==> config.mk <==
export PLATFORM = sky130hd
export DESIGN_NAME = sensor_debounce_delay_qualifier
export DESIGN_NICKNAME = d
export VERILOG_FILES = /design/src/hdl/sddq_pkg.sv /design/src/hdl/sensor_debounce_delay_qualifier.sv /design/src/hdl/sddq_core.sv
export SDC_FILE = /design/constraint.sdc
export NUM_CORES = 1
export LEC_CHECK = 0
export ABC_AREA = 1
export BUFFER_PORTS_ARGS = -buffer_cell sky130_fd_sc_hd__buf_2
export CAP_MARGIN = 40
export CORE_AREA = 2 2 113 115
export CTS_CLUSTER_SIZE = 16
export DETAILED_ROUTE_END_ITERATION = 10
export DIE_AREA = 0 0 115 117
export PLACE_DENSITY_LB_ADDON = 0.15
export SYNTH_ARGS = -nofsm -noshare
export SYNTH_HDL_FRONTEND = slang
export SYNTH_HIERARCHICAL = 1
export SYNTH_SLANG_ARGS = --single-unit
==> constraint.sdc <==
create_clock -name clk_i -period 6.27 [get_ports clk_i]
set_clock_uncertainty 0.1 [all_clocks]
set_input_delay 0.627 -clock clk_i [delete_from_list [all_inputs] [get_ports clk_i]]
set_output_delay 0.627 -clock clk_i [all_outputs]
set_load 0.005 [all_outputs]
==> src/hdl/sddq_pkg.sv <==
package sddq_pkg;

  localparam int unsigned TimeW  = 32;
  localparam int unsigned DelayW = 16;
  localparam int unsigned IdxW   = 3;

  localparam logic [IdxW-1:0] RegInvertInput    = 3'd0;
  localparam logic [IdxW-1:0] RegActivateDelay  = 3'd1;
  localparam logic [IdxW-1:0] RegDeactivateDelay = 3'd2;
  localparam logic [IdxW-1:0] RegStartDelay     = 3'd3;
  localparam logic [IdxW-1:0] RegCooldownTicks  = 3'd4;

  localparam logic [DelayW-1:0] CooldownReset = 16'd50;

  typedef struct packed {
    logic              invert_input;
    logic [DelayW-1:0] activate_delay;
    logic [DelayW-1:0] deactivate_delay;
    logic [DelayW-1:0] start_delay;
    logic [DelayW-1:0] cooldown_ticks;
  } cfg_t;

  typedef struct packed {
    logic changed;
    logic active;
  } result_t;

endpackage

==> src/hdl/sensor_debounce_delay_qualifier.sv <==
// Debounce and delay qualifier for one sensor input. Each item carries the
// current tick count and the raw pin level; every item yields exactly one
// result with a change flag and the qualified active state. The compare and
// deadline add sit between the input port and a single output register, so a
// result is offered in the cycle after its item is accepted, and a new item is
// taken every cycle while the consumer keeps up. The
// cooldown, the activate and deactivate delays and the start-up hold are
// measured in the caller's ticks, not in clock cycles.
module sensor_debounce_delay_qualifier (
  input  logic                       clk_i,
  input  logic                       rst_ni,
  input  logic                       s_axis_tvalid,
  output logic                       s_axis_tready,
  input  logic [39:0]                s_axis_tdata,  // now[31:0], pin_level, zero padding
  output logic                       m_axis_tvalid,
  input  logic                       m_axis_tready,
  output logic [7:0]                 m_axis_tdata,  // changed, active, zero padding
  input  logic                       cfg_valid_i,
  output logic                       cfg_ready_o,
  input  logic [sddq_pkg::IdxW-1:0]  cfg_index_i,
  input  logic [15:0]                cfg_data_i
);
  import sddq_pkg::*;

  cfg_t    cfg_q;
  result_t res_d;
  result_t res_q;
  logic    out_valid_q;
  logic    accept;

  assign cfg_ready_o   = 1'b1;
  assign s_axis_tready = !out_valid_q || m_axis_tready;
  assign accept        = s_axis_tvalid && s_axis_tready;

  always_ff @(posedge clk_i or negedge rst_ni) begin
    if (!rst_ni) begin
      cfg_q.invert_input     <= 1'b0;
      cfg_q.activate_delay   <= '0;
      cfg_q.deactivate_delay <= '0;
      cfg_q.start_delay      <= '0;
      cfg_q.cooldown_ticks   <= CooldownReset;
    end else if (cfg_valid_i) begin
      case (cfg_index_i)
        RegInvertInput:     cfg_q.invert_input     <= cfg_data_i[0];
        RegActivateDelay:   cfg_q.activate_delay   <= cfg_data_i;
        RegDeactivateDelay: cfg_q.deactivate_delay <= cfg_data_i;
        RegStartDelay:      cfg_q.start_delay      <= cfg_data_i;
        RegCooldownTicks:   cfg_q.cooldown_ticks   <= cfg_data_i;
        default: ;
      endcase
    end
  end

  sddq_core u_core (
    .clk_i       (clk_i),
    .rst_ni      (rst_ni),
    .cfg_i       (cfg_q),
    .accept_i    (accept),
    .now_i       (s_axis_tdata[TimeW-1:0]),
    .pin_level_i (s_axis_tdata[TimeW]),
    .result_o    (res_d)
  );

  always_ff @(posedge clk_i or negedge rst_ni) begin
    if (!rst_ni) begin
      out_valid_q <= 1'b0;
    end else if (accept) begin
      out_valid_q <= 1'b1;
    end else if (m_axis_tready) begin
      out_valid_q <= 1'b0;
    end
  end

  always_ff @(posedge clk_i) begin
    if (accept) begin
      res_q <= res_d;
    end
  end

  assign m_axis_tvalid = out_valid_q;
  assign m_axis_tdata  = {6'b0, res_q.active, res_q.changed};

endmodule

==> src/hdl/sddq_core.sv <==
module sddq_core (
  input  logic                        clk_i,
  input  logic                        rst_ni,
  input  sddq_pkg::cfg_t              cfg_i,
  input  logic                        accept_i,
  input  logic [sddq_pkg::TimeW-1:0]  now_i,
  input  logic                        pin_level_i,
  output sddq_pkg::result_t           result_o
);
  import sddq_pkg::*;

  logic             active_q, active_d;
  logic             cool_q, cool_d;
  logic             delay_q, delay_d;
  logic             startup_q, startup_d;
  logic [TimeW-1:0] deadline_q, deadline_d;

  logic             hold_on;
  logic             was_delay;
  logic             level;
  logic [DelayW-1:0] wait_ticks;

  always_comb begin
    active_d   = active_q;
    cool_d     = cool_q;
    delay_d    = delay_q;
    startup_d  = startup_q;
    deadline_d = deadline_q;
    was_delay  = delay_q;
    level      = pin_level_i ^ cfg_i.invert_input;
    wait_ticks = active_q ? cfg_i.deactivate_delay : cfg_i.activate_delay;
    hold_on    = startup_q && (cfg_i.start_delay != '0);
    result_o.changed = 1'b0;

    if (startup_q && !hold_on) begin
      startup_d = 1'b0;
    end

    if (hold_on && (now_i < {{(TimeW-DelayW){1'b0}}, cfg_i.start_delay})) begin
      // Start-up hold still running: the item is ignored.
    end else if (!hold_on && (cool_q || delay_q) && (now_i < deadline_q)) begin
      // Waiting for the pending deadline.
    end else begin
      if (hold_on) begin
        startup_d = 1'b0;
        was_delay = 1'b1;
      end
      cool_d  = 1'b0;
      delay_d = 1'b0;
      if (level != active_q) begin
        if (!cool_q && !was_delay) begin
          cool_d     = 1'b1;
          deadline_d = now_i + {{(TimeW-DelayW){1'b0}}, cfg_i.cooldown_ticks};
        end else if (cool_q && (wait_ticks != '0)) begin
          delay_d    = 1'b1;
          deadline_d = now_i + {{(TimeW-DelayW){1'b0}}, wait_ticks};
        end else begin
          active_d         = ~active_q;
          result_o.changed = 1'b1;
        end
      end
    end
    result_o.active = active_d;
  end

  always_ff @(posedge clk_i or negedge rst_ni) begin
    if (!rst_ni) begin
      active_q   <= 1'b0;
      cool_q     <= 1'b0;
      delay_q    <= 1'b0;
      startup_q  <= 1'b1;
      deadline_q <= '0;
    end else if (accept_i) begin
      active_q   <= active_d;
      cool_q     <= cool_d;
      delay_q    <= delay_d;
      startup_q  <= startup_d;
      deadline_q <= deadline_d;
    end
  end

endmodule

# Word level (Yosys, flattened, before mapping)
# Cells that the tools add are included.
# word_totals
ff_bits	104
input_bits	64
output_inout_bits	11
word_cells	77
# classes
addsub	2
order_cmp	2
n_eq_ne	5
mux	23
n_bitwise	5
reduce_logical	27
# ops
cell	n
32-bit by 16-bit adder with 32-bit output	2
32-bit 2-to-1 mux	2
32-bit by 16-bit less-than comparator with 1-bit output	1
32-bit less-than comparator	1
16-bit nonzero test	2
1-bit 2-to-1 mux	20
16-bit 2-to-1 mux	1
2-bit AND reduction	5
1-bit logical AND	8
3-bit by 2-bit equality test with 1-bit output (second input constant)	2
5-bit AND reduction	1
1-bit zero test	4
1-bit NOT	4
2-bit nonzero test	2
4-bit OR reduction	1
3-bit by 1-bit equality test with 1-bit output (second input constant)	1
3-bit equality test (second input constant)	1
3-bit zero test	1
3-bit AND reduction	1
1-bit logical OR	2
1-bit inequality test	1
1-bit XOR	1

# Depth between registers and ports, before layout
# depth
word_depth	13
depth_mapped	23

# By module
# Netlist, hierarchy kept.
# modules_own_cells
module	instances	cells_each	area_each_um2
sddq_core	1	845	4977.3
sensor_debounce_delay_qualifier	1	308	2787.7

# Worst setup path before layout
# OpenSTA, ideal clock, no wires.
# synth_path
kind	register to register
from	register cfg_q[30] (netlist bit)
to	register u_core.deadline_q[20]
setup_ns	0.119
t_arrival_ns	2.660
t_required_ns	6.051
setup_slack_ns	3.391
stages_incl_launch_ff	22
synth_period_minus_slack_ns	2.879
cell_sequence	dfrtp_1 -> nor2_1 -> nand2_1 -> nor2_1 -> nand2_1 -> nand2_1 -> nand2_1 -> clkbuf_1 -> a31oi_1 -> ha_1 -> inv_1 -> fa_1 -> o21bai_1 -> nand2_1 -> nand2_1 -> nand2_1 -> nand2_1 -> nand2_1 -> nand2_1 -> nand2_1 -> nand4_1 -> nand2_1
# synth_between
elab_chain_cells	9
word_cells_on_any_way	17
# synth_lines
item	line	source
from (decl)	sensor_debounce_delay_qualifier.sv:25	cfg_t cfg_q;
branches (longest 9 deep; another with 32-bit by 16-bit less-than comparator with 1-bit output)	--	
to (signal assigned)	sddq_core.sv:78	deadline_q <= deadline_d;
to (decl)	sddq_core.sv:16	logic [TimeW-1:0] deadline_q, deadline_d;
# Parallel ways; which one is timed is not known. The select of a mux whose other input is x is not followed.
# A chain may end at the register's enable or synchronous reset.

# Worst setup path after layout
# layout_path
from	register cfg_q[19] (netlist bit)
to	register u_core.deadline_q[20]
# The elaborated chain is that of the path after synthesis.

==> metrics.txt <==
# TYPE chip_impl_metric gauge
chip_impl_info{name="status",value="completed"} 1
chip_impl_metric{name="power_frac_clock",unit="%"} 17.4
chip_impl_metric{name="core",unit="um2"} 12300
chip_impl_metric{name="final_period_minus_worst_setup_slack",unit="ps"} 3630
chip_impl_metric{name="sequential_power_share",unit="%"} 30.4
chip_impl_metric{name="tritoncts.num_buffers",unit=""} 9
chip_impl_metric{name="boundaryPins",unit=""} 75
chip_impl_metric{name="route.antenna.remaining_nets",unit=""} 0
chip_impl_metric{name="detailroute.via_count",unit=""} 7330
chip_impl_metric{name="post_synth_instance_area",unit="um2"} 7760
chip_impl_metric{name="synth-seq-area-share",unit="%"} 33.7
chip_impl_metric{name="gate_power_share",unit="%"} 52.2
chip_impl_metric{name="grtUsageTotal",unit="%"} 30.4
chip_impl_info{name="clock_tree.root_cell",value="sky130_fd_sc_hd__clkbuf_16"} 1
chip_impl_metric{name="final_setup_violation_count",unit=""} 0
chip_impl_metric{name="antenna-diode-count",unit=""} 0
chip_impl_metric{name="gp_congestion",unit=""} 0.976
chip_impl_metric{name="synth_seq_cells",unit=""} 104
chip_impl_metric{name="grt_pass1_wl",unit="um"} 31800
chip_impl_metric{name="holdBufCountCts",unit=""} 0
chip_impl_metric{name="post_synth_inst_count",unit=""} 1153
chip_impl_metric{name="route.detailed.vias_per_inst",unit=""} 5.41
chip_impl_metric{name="buffer_ports.inserted",unit=""} 60
chip_impl_metric{name="clkLatencyLatePin",unit="ps"} 360
chip_impl_metric{name="rows",unit=""} 41
chip_impl_metric{name="numClockSinks",unit=""} 104
chip_impl_metric{name="p_leak",unit="nW"} 4.81
chip_impl_metric{name="drt_wl_total",unit="um"} 19800
chip_impl_metric{name="power_density",unit="nW/um2"} 384
chip_impl_metric{name="fmaxAchievable",unit="MHz"} 275
chip_impl_info{name="setup.worst_path.class",value="flop to flop"} 1
chip_impl_metric{name="drt_initial_violations",unit=""} 468
chip_impl_metric{name="worst_pin_slew",unit="ps"} 732
chip_impl_metric{name="relSlewSlack",unit="%"} 51.2
chip_impl_metric{name="postCtsSetupBuffers",unit=""} 0
chip_impl_metric{name="h-tree-depth",unit=""} 3
chip_impl_metric{name="area_growth_syn_to_layout",unit="%"} 8.59
chip_impl_metric{name="drt_pass1_iterations",unit=""} 5
chip_impl_metric{name="r2r_setup_slack",unit="ps"} 2640
chip_impl_metric{name="p_sw_share",unit="%"} 46.3
chip_impl_metric{name="fillCellCount",unit=""} 1133
chip_impl_metric{name="p_switching",unit="W"} 0.00150
chip_impl_metric{name="syn-mean-instance-area",unit="um2"} 6.73
chip_impl_metric{name="chipHeight",unit="um"} 117
chip_impl_metric{name="peakVddDrop",unit="uV"} 206
chip_impl_metric{name="largest_net_degree_at_the_start_of_global_routing",unit=""} 41
chip_impl_metric{name="die_width",unit="um"} 115
chip_impl_metric{name="grt_overflow",unit=""} 0
chip_impl_metric{name="synth.yosys.warnings",unit=""} 6
chip_impl_metric{name="clkTransAtPathRegs",unit="ps"} 70
chip_impl_info{name="crit_path_start_kind",value="flop"} 1
chip_impl_info{name="cts_tree",value="done"} 1
chip_impl_metric{name="timing_hold_violations_final",unit=""} 0
chip_impl_info{name="synth.top_cells.by_area",value="sky130_fd_sc_hd__dfrtp_1 32%, sky130_fd_sc_hd__nand2_1 23%, sky130_fd_sc_hd__ha_1 10%, sky130_fd_sc_hd__inv_1 6.5%, sky130_fd_sc_hd__nand3_1 5.7%"} 1
chip_impl_metric{name="yosysUniqueCellTypes",unit=""} 37
chip_impl_metric{name="drt-wirelength-per-cell",unit="um"} 14.6
chip_impl_metric{name="critPathRequiredTime",unit="ps"} 6410
chip_impl_metric{name="cts.path.max_buffers",unit=""} 2
chip_impl_info{name="most_frequent_standard_cell_in_the_layout_excluding_fill_and_tap_cells",value="sky130_fd_sc_hd__nand2_1"} 1
chip_impl_metric{name="max-cap-violations",unit=""} 0
chip_impl_metric{name="synth-async-reset-ratio",unit="%"} 98.1
chip_impl_metric{name="grt_pass1_vias",unit=""} 6529
chip_impl_metric{name="cts.repair.resized",unit=""} 0
chip_impl_metric{name="drc",unit=""} 0
chip_impl_info{name="critPathCaptureType",value="flop"} 1
chip_impl_metric{name="critical_path.max_fanout",unit=""} 34
chip_impl_metric{name="detailed_place_hpwl",unit="um"} 15300
chip_impl_metric{name="layout.nets",unit=""} 1328
chip_impl_metric{name="finalMaxSlewViolations",unit=""} 0
chip_impl_metric{name="cp.arrival",unit="ps"} 3780
chip_impl_metric{name="floorplan.initialDensity",unit="%"} 63.1
chip_impl_info{name="synth-main-ff-cell",value="sky130_fd_sc_hd__dfrtp_1"} 1
chip_impl_metric{name="internal-power",unit="W"} 0.00174
chip_impl_metric{name="fp.dieArea",unit="um2"} 13500
chip_impl_metric{name="netlist.area_leader.share",unit="%"} 31.6
chip_impl_info{name="unrepaired_setup_endpoints_after_global_routing",value="false"} 1
chip_impl_metric{name="final_layout_size_suffix_gt1_share",unit="%"} 9.04
chip_impl_metric{name="report.power.total",unit="W"} 0.00324
chip_impl_info{name="layout.cells.most_common_list",value="471 x sky130_fd_sc_hd__nand2_1, 134 x sky130_fd_sc_hd__inv_1, 98 x sky130_fd_sc_hd__dfrtp_1"} 1
chip_impl_info{name="hold_path_class",value="input port to async pin"} 1
chip_impl_metric{name="setup-tns-final",unit="ps"} 0
chip_impl_info{name="synth.largest_area_cell",value="sky130_fd_sc_hd__dfrtp_1"} 1
chip_impl_metric{name="synth-edff-count",unit=""} 2
chip_impl_metric{name="antenna_found_initial",unit=""} 0
chip_impl_metric{name="fin_crit_sh",unit="%"} 58.0
==> layout make-up <==
| cell class | count | area, um2 | area share (%) |
|---|---|---|---|
| Clock buffer | 12 | 256 | 3.04 |
| Clock inverter | 4 | 33.8 | 0.401 |
| Inverter | 136 | 513 | 6.08 |
| Multi-Input combinational cell | 880 | 4410 | 52.2 |
| Sequential cell | 104 | 2620 | 31.0 |
| Tap cell | 150 | 188 | 2.23 |
| Timing Repair Buffer | 70 | 418 | 4.96 |
==> flip-flops by register name, summed over array words and instances (netlist names) <==
name,flops
cfg_q,65
u_core/deadline_q,32
m_axis_tdata,2
m_axis_tvalid,1
u_core/active_q,1
u_core/cool_q,1
u_core/delay_q,1
u_core/startup_q,1
==> cells by family after synthesis <==
group | after synthesis | synth area share [%]
AOI/OAI and AO/OA | 69 | 5.25
xor gates and xnor gates | 17 | 1.92
other | 2 | 0.0967
buffers and inverters | 174 | 9.80
DFF | 104 | 33.7
and+or+nand+nor | 724 | 39.0
adders and majority gates | 63 | 10.2
==> critical path, stage by stage, from the launching register on <==
cell and delay (ps):
sky130_fd_sc_hd__dfrtp_1 400, sky130_fd_sc_hd__nor2_1 160, sky130_fd_sc_hd__nand2_1 100, sky130_fd_sc_hd__nor2_1 150, sky130_fd_sc_hd__nand2_1 70, sky130_fd_sc_hd__nand2_1 160, sky130_fd_sc_hd__nand2_1 70, sky130_fd_sc_hd__buf_4 240
sky130_fd_sc_hd__o21ai_0 370, sky130_fd_sc_hd__inv_1 110, sky130_fd_sc_hd__fa_1 460, sky130_fd_sc_hd__o21bai_1 340, sky130_fd_sc_hd__nand2_1 90, sky130_fd_sc_hd__nand2_1 150, sky130_fd_sc_hd__nand2_1 70, sky130_fd_sc_hd__nand2_1 140
sky130_fd_sc_hd__nand2_1 70, sky130_fd_sc_hd__nand2_1 70, sky130_fd_sc_hd__nand2_1 50, sky130_fd_sc_hd__nand4_1 80, sky130_fd_sc_hd__nand2_1 60
==> per-stage QoR <==
step	hold WS (ps)	setup slack, ps	instance area [um2]	instances	utilization (%)
final	93.0	2640	8430	1356	68.5
after detailed placement	358	2700	8140	1340	66.1
after floorplan	231	3390	7780	1158	-
after CTS	114	2680	8430	1356	68.5
after global placement	349	2740	8080	1337	65.6
after global routing	127	2400	8430	1356	68.5
==> power by group through the flow <==
stage          combinational [W]  sequential [W]  clock, W
6_report                 0.00169        0.000986  0.000564
5_1_grt                  0.00190         0.00101  0.000597
4_1_cts                  0.00167        0.000984  0.000568
3_5_place_dp             0.00166        0.000991         0
3_3_place_gp             0.00160        0.000987         0
2_1_floorplan            0.00127        0.000951         0
==> cells in the mapped netlist (2+ instances only) <==
library cell and n:
sky130_fd_sc_hd__nand2_1 471, sky130_fd_sc_hd__inv_1 134, sky130_fd_sc_hd__dfrtp_1 98, sky130_fd_sc_hd__nand3_1 89
sky130_fd_sc_hd__nor2_1 89, sky130_fd_sc_hd__ha_1 62, sky130_fd_sc_hd__nand4_1 41, sky130_fd_sc_hd__a21oi_1 31
sky130_fd_sc_hd__a31oi_1 15, sky130_fd_sc_hd__buf_4 15, sky130_fd_sc_hd__xor2_1 14, sky130_fd_sc_hd__o21ai_0 12
sky130_fd_sc_hd__nor3_1 11, sky130_fd_sc_hd__buf_2 9, sky130_fd_sc_hd__clkbuf_1 8, sky130_fd_sc_hd__nand2_2 8
sky130_fd_sc_hd__buf_6 5, sky130_fd_sc_hd__dfstp_2 4, sky130_fd_sc_hd__nor2_4 4, sky130_fd_sc_hd__and2_1 3
sky130_fd_sc_hd__nand3b_1 3, sky130_fd_sc_hd__o21bai_1 3, sky130_fd_sc_hd__or2_2 3, sky130_fd_sc_hd__xnor2_1 3
sky130_fd_sc_hd__a21o_1 2, sky130_fd_sc_hd__a21oi_2 2, sky130_fd_sc_hd__conb_1 2, sky130_fd_sc_hd__edfxtp_1 2
sky130_fd_sc_hd__o21a_1 2
==> final timing paths <==
| kind | end | start | depth (start not counted) |
|---|---|---|---|
| setup / recovery | u_core/deadline_q[20]$_DFFE_PN0P_ | cfg_q[19]$_DFFE_PN0P_ | 20 |
| hold reg to reg | cfg_q[5]$_DFFE_PN1P_ | cfg_q[5]$_DFFE_PN1P_ | 2 |
| hold / removal | u_core/deadline_q[25]$_DFFE_PN0P_ | rst_ni | 1 |
| min in group clk_i | cfg_q[5]$_DFFE_PN1P_ | cfg_q[5]$_DFFE_PN1P_ | 2 |
| setup reg to reg | u_core/deadline_q[20]$_DFFE_PN0P_ | cfg_q[19]$_DFFE_PN0P_ | 20 |
| max in group asynchronous | u_core/startup_q$_DFFE_PN1P_ | rst_ni | 3 |
==> routing by layer <==
metal	up-vias	track usage, %	wire [um]
li1	3747	-	-
met1	3346	40.1	8610
met2	205	52.9	9830
met3	32	2.78	916
met4	0	10.5	472
met5	-	0	0
Note: power is estimated with default switching activity, not from simulation.
